$ cat config.mk
export PLATFORM = sky130hd
export DESIGN_NAME = scalar_kalman_filter_top_flat
export DESIGN_NICKNAME = d
export VERILOG_FILES = /design/src/skf_pkg.sv /design/src/skf_if.sv /design/src/skf_gain_unit.sv /design/src/scalar_kalman_filter_top.sv /design/src/flat_wrapper.sv
export SDC_FILE = /design/constraint.sdc
export NUM_CORES = 2
export LEC_CHECK = 0
export BUFFER_PORTS_ARGS = -buffer_cell sky130_fd_sc_hd__buf_2
export CAP_MARGIN = 0
export CORE_ASPECT_RATIO = 1.5
export CORE_UTILIZATION = 60
export DETAILED_ROUTE_END_ITERATION = 16
export PLACE_DENSITY = 0.78
export SLEW_MARGIN = 20
export SYNTH_ARGS = -nofsm -noshare
export SYNTH_HDL_FRONTEND = slang
export SYNTH_SLANG_ARGS = --single-unit
$ cat constraint.sdc
create_clock -name clk_i -period 10.6 [get_ports clk_i]
set_input_delay 1.06 -clock clk_i [delete_from_list [all_inputs] [get_ports clk_i]]
set_output_delay 1.06 -clock clk_i [all_outputs]
set_load 0.01 [all_outputs]
$ cat src/skf_pkg.sv
// Shared types and constants for the scalar Kalman filter
// Used by the channel interfaces, the gain unit and the top level; depends on nothing
`default_nettype none

package skf_pkg;

  // field widths of the channels
  localparam int DATA_W     = 32;
  localparam int SIGMA_W    = 16;
  localparam int DIFF_W     = DATA_W + 1;
  localparam int CFG_IDX_W  = 2;
  localparam int CFG_DATA_W = 32;

  // gain format, Q1.16 with one as 2^16
  localparam int GAIN_BITS = 16;
  localparam int GAIN_W    = GAIN_BITS + 1;
  localparam int GAIN_HALF = 32768;
  localparam logic [GAIN_W-1:0] GAIN_ONE = GAIN_W'(1) << GAIN_BITS;

  // saturation ceiling of the variance
  localparam logic [DATA_W-1:0] VAR_MAX = '1;

  // configuration register indexes
  localparam logic [CFG_IDX_W-1:0] CFG_INIT_EST   = 2'd0;
  localparam logic [CFG_IDX_W-1:0] CFG_PROC_SIGMA = 2'd1;
  localparam logic [CFG_IDX_W-1:0] CFG_MEAS_SIGMA = 2'd2;

  // left shift that brings a Q16.16 square to the data format
  function automatic int sq_up(input int frac_bits);
    return (frac_bits > 16) ? (frac_bits - 16) : 0;
  endfunction

  // right shift that brings a Q16.16 square to the data format
  function automatic int sq_down(input int frac_bits);
    return (frac_bits < 16) ? (16 - frac_bits) : 0;
  endfunction

  // width of a scaled sigma square
  function automatic int sq_width(input int frac_bits);
    return 2 * SIGMA_W + sq_up(frac_bits);
  endfunction

endpackage

`default_nettype wire

$ cat src/skf_if.sv
// Valid/ready channel interfaces of the scalar Kalman filter
// Measurement, result and configuration channels; depends on skf_pkg
`default_nettype none

interface skf_meas_if
  import skf_pkg::*;
();
  logic                     valid;
  logic                     ready;
  logic signed [DATA_W-1:0] measurement;
  logic                     last_in_sequence;

  modport source (output valid, output measurement, output last_in_sequence, input ready);
  modport sink   (input valid, input measurement, input last_in_sequence, output ready);
endinterface

interface skf_res_if
  import skf_pkg::*;
();
  logic                     valid;
  logic                     ready;
  logic signed [DATA_W-1:0] estimate;
  logic        [DATA_W-1:0] variance;
  logic        [GAIN_W-1:0] gain;
  logic                     last_out;

  modport source (output valid, output estimate, output variance, output gain,
                  output last_out, input ready);
  modport sink   (input valid, input estimate, input variance, input gain,
                  input last_out, output ready);
endinterface

interface skf_cfg_if
  import skf_pkg::*;
();
  logic                  valid;
  logic                  ready;
  logic [CFG_IDX_W-1:0]  index;
  logic [CFG_DATA_W-1:0] data;

  modport source (output valid, output index, output data, input ready);
  modport sink   (input valid, input index, input data, output ready);
endinterface

`default_nettype wire

$ cat src/skf_gain_unit.sv
// Iterative gain unit: restoring division for the gain, then shift-add products
// One compare/subtract or add step per cycle; depends on skf_pkg
`default_nettype none

module skf_gain_unit
  import skf_pkg::*;
#(
  parameter int FRAC_BITS = 16
) (
  input  wire                             clk_i,
  input  wire                             rst_ni,
  input  wire                             start_i,
  input  wire        [sq_width(FRAC_BITS):0]   p1_i,
  input  wire        [sq_width(FRAC_BITS)+1:0] s_i,
  input  wire signed [DIFF_W-1:0]         diff_i,
  output logic                            done_o,
  output logic       [GAIN_W-1:0]         gain_o,
  output logic signed [DIFF_W+GAIN_W:0]   corr_o,
  output logic       [sq_width(FRAC_BITS)+GAIN_W:0] red_o
);

  localparam int P1_W  = sq_width(FRAC_BITS) + 1;
  localparam int S_W   = sq_width(FRAC_BITS) + 2;
  localparam int REM_W = S_W + 1;
  localparam int CP_W  = DIFF_W + GAIN_W + 1;
  localparam int RP_W  = P1_W + GAIN_W;
  localparam int CNT_W = $clog2(GAIN_W);

  typedef enum logic [1:0] {
    U_IDLE,
    U_DIV,
    U_MUL
  } unit_state_e;

  unit_state_e              state_q;
  logic [CNT_W-1:0]         cnt_q;
  logic [REM_W-1:0]         rem_q;
  logic [S_W-1:0]           s_q;
  logic [P1_W-1:0]          p1_q;
  logic signed [DIFF_W-1:0] diff_q;
  logic [GAIN_W-1:0]        k_q;
  logic signed [CP_W-1:0]   acc_c_q;
  logic [RP_W-1:0]          acc_r_q;
  logic                     done_q;

  logic                     ge;
  logic [REM_W-1:0]         rem_d;
  logic                     last_step;
  logic                     k_bit;
  logic signed [CP_W-1:0]   acc_c_d;
  logic [RP_W-1:0]          acc_r_d;

  // one division step; a zero divisor yields a zero gain
  always_comb begin
    ge        = (rem_q >= REM_W'(s_q)) && (s_q != '0);
    rem_d     = (ge ? (rem_q - REM_W'(s_q)) : rem_q) << 1;
    last_step = (cnt_q == CNT_W'(GAIN_W - 1));
  end

  // one shift-add step of both products, gain msb first
  always_comb begin
    k_bit   = k_q[GAIN_W-1];
    acc_c_d = (acc_c_q <<< 1) + (k_bit ? CP_W'(diff_q) : CP_W'(0));
    acc_r_d = (acc_r_q << 1) + (k_bit ? RP_W'(p1_q) : RP_W'(0));
  end

  // sequencer and datapath registers
  always_ff @(posedge clk_i or negedge rst_ni) begin
    if (!rst_ni) begin
      state_q <= U_IDLE;
      cnt_q   <= '0;
      done_q  <= 1'b0;
    end else begin
      done_q <= 1'b0;
      case (state_q)
        U_IDLE: begin
          if (start_i) begin
            rem_q   <= REM_W'(p1_i);
            s_q     <= s_i;
            p1_q    <= p1_i;
            diff_q  <= diff_i;
            k_q     <= '0;
            acc_c_q <= '0;
            acc_r_q <= '0;
            cnt_q   <= '0;
            state_q <= U_DIV;
          end
        end
        U_DIV: begin
          rem_q <= rem_d;
          k_q   <= {k_q[GAIN_W-2:0], ge};
          if (last_step) begin
            cnt_q   <= '0;
            state_q <= U_MUL;
          end else begin
            cnt_q <= cnt_q + CNT_W'(1);
          end
        end
        U_MUL: begin
          acc_c_q <= acc_c_d;
          acc_r_q <= acc_r_d;
          // rotate so the gain is whole again after the last step
          k_q     <= {k_q[GAIN_W-2:0], k_q[GAIN_W-1]};
          if (last_step) begin
            cnt_q   <= '0;
            done_q  <= 1'b1;
            state_q <= U_IDLE;
          end else begin
            cnt_q <= cnt_q + CNT_W'(1);
          end
        end
        default: state_q <= U_IDLE;
      endcase
    end
  end

  assign done_o = done_q;
  assign gain_o = k_q;
  assign corr_o = acc_c_q;
  assign red_o  = acc_r_q;

endmodule

`default_nettype wire

$ cat src/scalar_kalman_filter_top.sv
// Scalar random-walk Kalman filter, top level with handshakes and step sequencer
// Each measurement runs the 17-step gain division followed by the 17-step shift-add
// products in skf_gain_unit; a new measurement is accepted only in idle, after the
// previous result has been loaded into the result register
// Reset: config registers, estimate and variance clear; the next beat starts a sequence
// Depends on skf_pkg, skf_if and skf_gain_unit
`default_nettype none

module scalar_kalman_filter_top
  import skf_pkg::*;
#(
  parameter int FRAC_BITS = 16
) (
  input  wire         clk_i,
  input  wire         rst_ni,
  skf_cfg_if.sink     cfg_i,
  skf_meas_if.sink    meas_i,
  skf_res_if.source   res_o
);

  localparam int SQ_W = sq_width(FRAC_BITS);
  localparam int UP   = sq_up(FRAC_BITS);
  localparam int DOWN = sq_down(FRAC_BITS);
  localparam int P1_W = SQ_W + 1;
  localparam int S_W  = SQ_W + 2;
  localparam int CP_W = DIFF_W + GAIN_W + 1;
  localparam int RP_W = P1_W + GAIN_W;
  localparam int RV_W = RP_W + 1 - GAIN_BITS;

  typedef enum logic [2:0] {
    ST_IDLE,
    ST_PRED,
    ST_INNOV,
    ST_GAIN,
    ST_WAIT,
    ST_UPD
  } state_e;

  state_e                   state_q;

  // configuration registers
  logic signed [DATA_W-1:0] init_est_q;
  logic [SIGMA_W-1:0]       proc_sigma_q;
  logic [SIGMA_W-1:0]       meas_sigma_q;

  // filter state and the item at work
  logic signed [DATA_W-1:0] x_q;
  logic [DATA_W-1:0]        p_q;
  logic                     seq_start_q;
  logic signed [DATA_W-1:0] y_q;
  logic                     last_q;
  logic [P1_W-1:0]          p1_q;
  logic [S_W-1:0]           s_q;
  logic signed [DIFF_W-1:0] diff_q;

  // result register
  logic                     out_valid_q;
  logic signed [DATA_W-1:0] out_est_q;
  logic [DATA_W-1:0]        out_var_q;
  logic [GAIN_W-1:0]        out_gain_q;
  logic                     out_last_q;

  logic                     in_accept;
  logic                     out_free;
  logic                     out_load;
  logic [SIGMA_W-1:0]       sigma_sel;
  logic [2*SIGMA_W-1:0]     sq_raw;
  logic [SQ_W-1:0]          sq_scaled;
  logic                     unit_done;
  logic [GAIN_W-1:0]        gain_w;
  logic signed [CP_W-1:0]   corr_w;
  logic [RP_W-1:0]          red_w;
  logic signed [CP_W-1:0]   corr_t;
  logic signed [CP_W-1:0]   corr_sh;
  logic signed [DIFF_W-1:0] x_wide;
  logic signed [DATA_W-1:0] x_new;
  logic [RP_W:0]            red_t;
  logic [RV_W-1:0]          red_v;
  logic [P1_W-1:0]          pn;
  logic [DATA_W-1:0]        pn_sat;

  assign in_accept    = meas_i.valid && meas_i.ready;
  assign meas_i.ready = (state_q == ST_IDLE);
  assign cfg_i.ready  = 1'b1;
  assign out_free     = !out_valid_q || res_o.ready;
  // result register takes a new beat in the update step, once it is free
  assign out_load     = (state_q == ST_UPD) && out_free;

  // shared squarer for q and r, scaled to the data format
  always_comb begin
    sigma_sel = (state_q == ST_PRED) ? proc_sigma_q : meas_sigma_q;
    sq_raw    = sigma_sel * sigma_sel;
    sq_scaled = (SQ_W'(sq_raw) << UP) >> DOWN;
  end

  skf_gain_unit #(
    .FRAC_BITS (FRAC_BITS)
  ) u_gain (
    .clk_i   (clk_i),
    .rst_ni  (rst_ni),
    .start_i (state_q == ST_GAIN),
    .p1_i    (p1_q),
    .s_i     (s_q),
    .diff_i  (diff_q),
    .done_o  (unit_done),
    .gain_o  (gain_w),
    .corr_o  (corr_w),
    .red_o   (red_w)
  );

  // rounded estimate correction and variance reduction
  always_comb begin
    corr_t  = corr_w + CP_W'(GAIN_HALF);
    corr_sh = corr_t >>> GAIN_BITS;
    x_wide  = DIFF_W'(x_q) + corr_sh[DIFF_W-1:0];
    x_new   = x_wide[DATA_W-1:0];
    red_t   = (RP_W + 1)'(red_w) + (RP_W + 1)'(GAIN_HALF);
    red_v   = red_t[RP_W:GAIN_BITS];
    pn      = (red_v >= RV_W'(p1_q)) ? '0 : (p1_q - red_v[P1_W-1:0]);
    pn_sat  = (|pn[P1_W-1:DATA_W]) ? VAR_MAX : pn[DATA_W-1:0];
  end

  // configuration writes, out-of-range indexes ignored
  always_ff @(posedge clk_i or negedge rst_ni) begin
    if (!rst_ni) begin
      init_est_q   <= '0;
      proc_sigma_q <= '0;
      meas_sigma_q <= '0;
    end else if (cfg_i.valid && cfg_i.ready) begin
      case (cfg_i.index)
        CFG_INIT_EST:   init_est_q   <= cfg_i.data[DATA_W-1:0];
        CFG_PROC_SIGMA: proc_sigma_q <= cfg_i.data[SIGMA_W-1:0];
        CFG_MEAS_SIGMA: meas_sigma_q <= cfg_i.data[SIGMA_W-1:0];
        default: ;
      endcase
    end
  end

  // step sequencer with filter state and result register
  always_ff @(posedge clk_i or negedge rst_ni) begin
    if (!rst_ni) begin
      state_q     <= ST_IDLE;
      x_q         <= '0;
      p_q         <= '0;
      seq_start_q <= 1'b1;
      out_valid_q <= 1'b0;
    end else begin
      if (out_load) begin
        out_valid_q <= 1'b1;
      end else if (res_o.valid && res_o.ready) begin
        out_valid_q <= 1'b0;
      end
      case (state_q)
        ST_IDLE: begin
          if (in_accept) begin
            y_q    <= meas_i.measurement;
            last_q <= meas_i.last_in_sequence;
            if (seq_start_q) begin
              x_q <= init_est_q;
              p_q <= '0;
            end
            state_q <= ST_PRED;
          end
        end
        ST_PRED: begin
          p1_q    <= P1_W'(p_q) + P1_W'(sq_scaled);
          diff_q  <= DIFF_W'(y_q) - DIFF_W'(x_q);
          state_q <= ST_INNOV;
        end
        ST_INNOV: begin
          s_q     <= S_W'(p1_q) + S_W'(sq_scaled);
          state_q <= ST_GAIN;
        end
        ST_GAIN: begin
          state_q <= ST_WAIT;
        end
        ST_WAIT: begin
          if (unit_done) begin
            state_q <= ST_UPD;
          end
        end
        ST_UPD: begin
          if (out_free) begin
            x_q         <= x_new;
            p_q         <= pn_sat;
            seq_start_q <= last_q;
            out_est_q   <= x_new;
            out_var_q   <= pn_sat;
            out_gain_q  <= gain_w;
            out_last_q  <= last_q;
            state_q     <= ST_IDLE;
          end
        end
        default: state_q <= ST_IDLE;
      endcase
    end
  end

  assign res_o.valid    = out_valid_q;
  assign res_o.estimate = out_est_q;
  assign res_o.variance = out_var_q;
  assign res_o.gain     = out_gain_q;
  assign res_o.last_out = out_last_q;

  // an accepted beat blocks further input while it is worked on
  ap_busy_after_accept: assert property (@(posedge clk_i) disable iff (!rst_ni)
    in_accept |=> !meas_i.ready)
    else $error("input ready while a measurement is in work");

  // the gain never exceeds one
  ap_gain_range: assert property (@(posedge clk_i) disable iff (!rst_ni)
    res_o.valid |-> (res_o.gain <= GAIN_ONE))
    else $error("gain above one");

  // a zero innovation variance gives a zero gain
  ap_zero_s_gain: assert property (@(posedge clk_i) disable iff (!rst_ni)
    (state_q == ST_UPD && s_q == '0) |-> (gain_w == '0))
    else $error("nonzero gain with zero innovation variance");

  // the update never raises the variance above the prediction
  ap_var_shrinks: assert property (@(posedge clk_i) disable iff (!rst_ni)
    (state_q == ST_UPD) |-> (P1_W'(pn_sat) <= p1_q))
    else $error("posterior variance above predicted variance");

  // the new estimate lies between the old estimate and the measurement
  ap_est_between: assert property (@(posedge clk_i) disable iff (!rst_ni)
    (state_q == ST_UPD) |->
      (((x_new >= x_q) && (x_new <= y_q)) || ((x_new <= x_q) && (x_new >= y_q))))
    else $error("estimate left the interval of estimate and measurement");

endmodule

`default_nettype wire

$ cat src/flat_wrapper.sv
// flat-port wrapper written by rule: the top's interface ports become plain ports
module scalar_kalman_filter_top_flat import skf_pkg::*;
#(
  parameter int FRAC_BITS = 16
)
  (clk_i, rst_ni, cfg_i_valid, cfg_i_index, cfg_i_data, cfg_i_ready, meas_i_valid, meas_i_measurement, meas_i_last_in_sequence, meas_i_ready, res_o_valid, res_o_estimate, res_o_variance, res_o_gain, res_o_last_out, res_o_ready);
  skf_cfg_if cfg_i_i ();
  skf_meas_if meas_i_i ();
  skf_res_if res_o_i ();
  input  wire clk_i;
  input  wire rst_ni;
  input wire logic [$bits(cfg_i_i.valid)-1:0] cfg_i_valid;
  input wire logic [$bits(cfg_i_i.index)-1:0] cfg_i_index;
  input wire logic [$bits(cfg_i_i.data)-1:0] cfg_i_data;
  output wire logic [$bits(cfg_i_i.ready)-1:0] cfg_i_ready;
  input wire logic [$bits(meas_i_i.valid)-1:0] meas_i_valid;
  input wire logic [$bits(meas_i_i.measurement)-1:0] meas_i_measurement;
  input wire logic [$bits(meas_i_i.last_in_sequence)-1:0] meas_i_last_in_sequence;
  output wire logic [$bits(meas_i_i.ready)-1:0] meas_i_ready;
  output wire logic [$bits(res_o_i.valid)-1:0] res_o_valid;
  output wire logic [$bits(res_o_i.estimate)-1:0] res_o_estimate;
  output wire logic [$bits(res_o_i.variance)-1:0] res_o_variance;
  output wire logic [$bits(res_o_i.gain)-1:0] res_o_gain;
  output wire logic [$bits(res_o_i.last_out)-1:0] res_o_last_out;
  input wire logic [$bits(res_o_i.ready)-1:0] res_o_ready;
  assign cfg_i_i.valid = cfg_i_valid;
  assign cfg_i_i.index = cfg_i_index;
  assign cfg_i_i.data = cfg_i_data;
  assign cfg_i_ready = cfg_i_i.ready;
  assign meas_i_i.valid = meas_i_valid;
  assign meas_i_i.measurement = meas_i_measurement;
  assign meas_i_i.last_in_sequence = meas_i_last_in_sequence;
  assign meas_i_ready = meas_i_i.ready;
  assign res_o_valid = res_o_i.valid;
  assign res_o_estimate = res_o_i.estimate;
  assign res_o_variance = res_o_i.variance;
  assign res_o_gain = res_o_i.gain;
  assign res_o_last_out = res_o_i.last_out;
  assign res_o_i.ready = res_o_ready;
  scalar_kalman_filter_top #(.FRAC_BITS(FRAC_BITS)) u_core (.clk_i(clk_i), .rst_ni(rst_ni), .cfg_i(cfg_i_i), .meas_i(meas_i_i), .res_o(res_o_i));
endmodule
==> run metrics <==
status finished clean; Crit path buffers/inverters 10; Netlist cell types 88; synthesized area per cell 10.04 um2; number of synthesized flops with an enable pin 465; Post-Syn Area 44720 um2; crit path kind flop to flop; GRT Residual Overflow 0; CP peak stage delay 0.59 ns; Max Buffers Root-to-Sink 3; Primary FF master, synth edfxtp_1; die height 336.4 um; Post-synth ARST share 23.27%; # IOs 157; Hold Fails Final Rpt 0; wire per inst 20.75 um; Post-Synthesis Cells 4453; CP most frequent cell inv_1; Crit path max-delay family adder cells; Worst-path clk slew 0.07 ns; First-pass DRT Iterations 6; Max Freq 0.1022 GHz; Seq/Total Area, Yosys 39.12%; num rows 122; RSZ-0062 raised after global routing no; post-route minimum period 9.780 ns; Yosys top cell area share 31.22%; Worst-Skew Late Latency 0.66 ns; ANT nets after route 0; net count after synthesis 5104; drc violations 0; Total GRT Usage 31.23%; fin cells 5636; Yosys warnings 0; Routed Wire Length 117000 um; critical path data arrival time 10.19 ns; routed vias 33570; Max-Cap Viols 0; layout cells sized above 1 8.850%; Die ar. 75650 um2; number of synthesized register bits 606; Starting DRT DRC Count 2310; port bufs 155; number of global-route vias before repair 34120; Pins Over Slew Limit 0; Critical Path End Type flop; Tcrit/Tclk final 92.27%; Post-Route Utilization 65.94%; Placed Area 46630 um2; Critical Path RT 11.01 ns; fin nets 5246; Layout area overhead 8.713%; final setup vio count 0; CTS root buf clkbuf_16; vias per inst 5.957; antenna diode instance count 0; Worst-Margin Slew 1.093 ns; CTS sink count 606; first-pass GRT wire length 181600 um; CTS HTree Levels 2; CTS tree built; type of origin of the critical path flop; Initial Util 60.65%; largest cells by area after synthesis edfxtp_1, ha_1, dfrtp_1; Worst Skew 0.03035 ns; CORE AREA 73730 um2; Slew HR 26.98%; CP max FO 21; initial antenna violation count 3; biggest area consumer among synthesized cells edfxtp_1; Num CTS Buffers 58; Inst Count DP 5527; GP Congestion 1.003; DP HPWL 91200 um; final non-filler cell area 48620 um2; critical path's slowest cell dfrtp_1; worst hold path type input port to asynchronous set/reset pin; die width 224.9 um; setup_tns 0 ns; largest net degree at the start of global routing 102
==> worst paths after layout <==
kind                                                      to                     startpoint  slack [ns]  depth (start not counted)
max                                 u_core.s_q[30]$_DFFE_PP_  u_core.state_q[0]$_DFFE_PN0P_        0.82                         39
min                        u_core.init_est_q[30]$_DFFE_PN0P_                         rst_ni        0.31                          1
max reg2reg                         u_core.s_q[30]$_DFFE_PP_  u_core.state_q[0]$_DFFE_PN0P_        0.82                         39
min reg2reg                  u_core.u_gain.s_q[19]$_DFFE_PP_       u_core.s_q[19]$_DFFE_PP_        0.41                          0
max in group asynchronous   u_core.init_est_q[1]$_DFFE_PN0P_                         rst_ni        8.35                          3
min in group clk_i           u_core.u_gain.s_q[19]$_DFFE_PP_       u_core.s_q[19]$_DFFE_PP_        0.41                          0
==> Yosys cell counts, drive strengths merged, types with 8 or more instances <==
library cell,n
edfxtp,465
inv,449
ha,413
nor2,408
nand2,316
a21oi,298
xnor2,224
o21ai,218
fa,166
a21o,153
dfrtp,140
and2,110
xor2,107
clkbuf,101
nand3,81
mux2,77
nor3,70
mux2i,66
and3,60
o21a,46
nor2b,42
o21bai,41
nand2b,40
nand4,37
a211oi,35
a31oi,32
o211ai,28
nor4,16
or3,16
or2,13
a211o,12
o31a,12
a311oi,11
buf,11
a21boi,9
and4,8
nor3b,8
o31ai,8
==> layout make-up <==
type                            count  area (um2)
Clock buffer                       72        1524
Clock inverter                     37       446.7
Fill cell                        5821       25110
Inverter                          453        1704
Multi-Input combinational cell   3282       25130
Sequential cell                   606       17490
Tap cell                          992        1241
Timing Repair Buffer              194        1075
==> cell families after synthesis <==
group | Yosys count | synth area share [%]
AO/OA/AOI/OAI | 985 | 14.05
buffers and inverters | 565 | 4.832
flip-flops | 606 | 39.12
AND/OR/NAND/NOR | 1242 | 13.07
XOR/XNOR | 331 | 6.500
multiplexers | 143 | 3.416
other | 1 | 0.008386
adder cells (fa/ha/maj) | 580 | 19.01
==> metrics by stage <==
stage | hold slack (ns) | setup WS, ns
finish | 0.3055 | 0.8197
global route | 0.3013 | 0.05232
CTS | 0.2780 | 0.5203
detailed placement | 0.4045 | 0.6310
global placement | 0.4014 | 0.8360
floorplan | 0.4003 | 1.085
==> repair_timing <==
item,4_1_cts,5_1_grt
buffers inserted,0,0
gates resized for setup,0,2
endpoints found under the setup margin,0,3
hold buffers,0,0
==> registers in the layout, summed over array words and instances (netlist names), 17 cells and up <==
signal / flops
u_core.s_q: 34
u_core.diff_q: 33
u_core.y_q: 32
u_core.u_gain.p1_q: 33
u_core.u_gain.corr_o: 48
u_core.res_o.gain: 17
u_core.res_o.variance: 32
u_core.init_est_q: 32
u_core.u_gain.rem_q: 35
u_core.p_q: 32
u_core.x_q: 32
u_core.res_o.estimate: 32
u_core.u_gain.s_q: 34
u_core.u_gain.gain_o: 17
u_core.p1_q: 33
u_core.u_gain.diff_q: 33
u_core.u_gain.red_o: 50
==> metal layers <==
metal / wire [um] / part of all wire, % / track usage, %
met5: 10 / 0.0085 / 0
met2: 59160 / 51 / 56.37
met1: 42120 / 36 / 33.80
met3: 6070 / 5.2 / 3.591
met4: 9611 / 8.2 / 22.25
==> placed cells by master (no fill, tap or decap), types with 107 or more instances in the layout <==
master	netlist	final
a21o_1	153	153
buf_2	5	154
edfxtp_1	465	465
nand2_1	316	315
ha_1	413	412
dfrtp_1	140	140
xnor2_1	223	223
inv_1	448	446
nor2_1	407	405
a21oi_1	298	298
o21ai_0	205	205
fa_1	166	166
xor2_1	107	107
and2_1	110	108
Power is left out: the tool's default activity adds up to more than one toggle a clock period on the data nets, which glitch-free logic cannot reach.
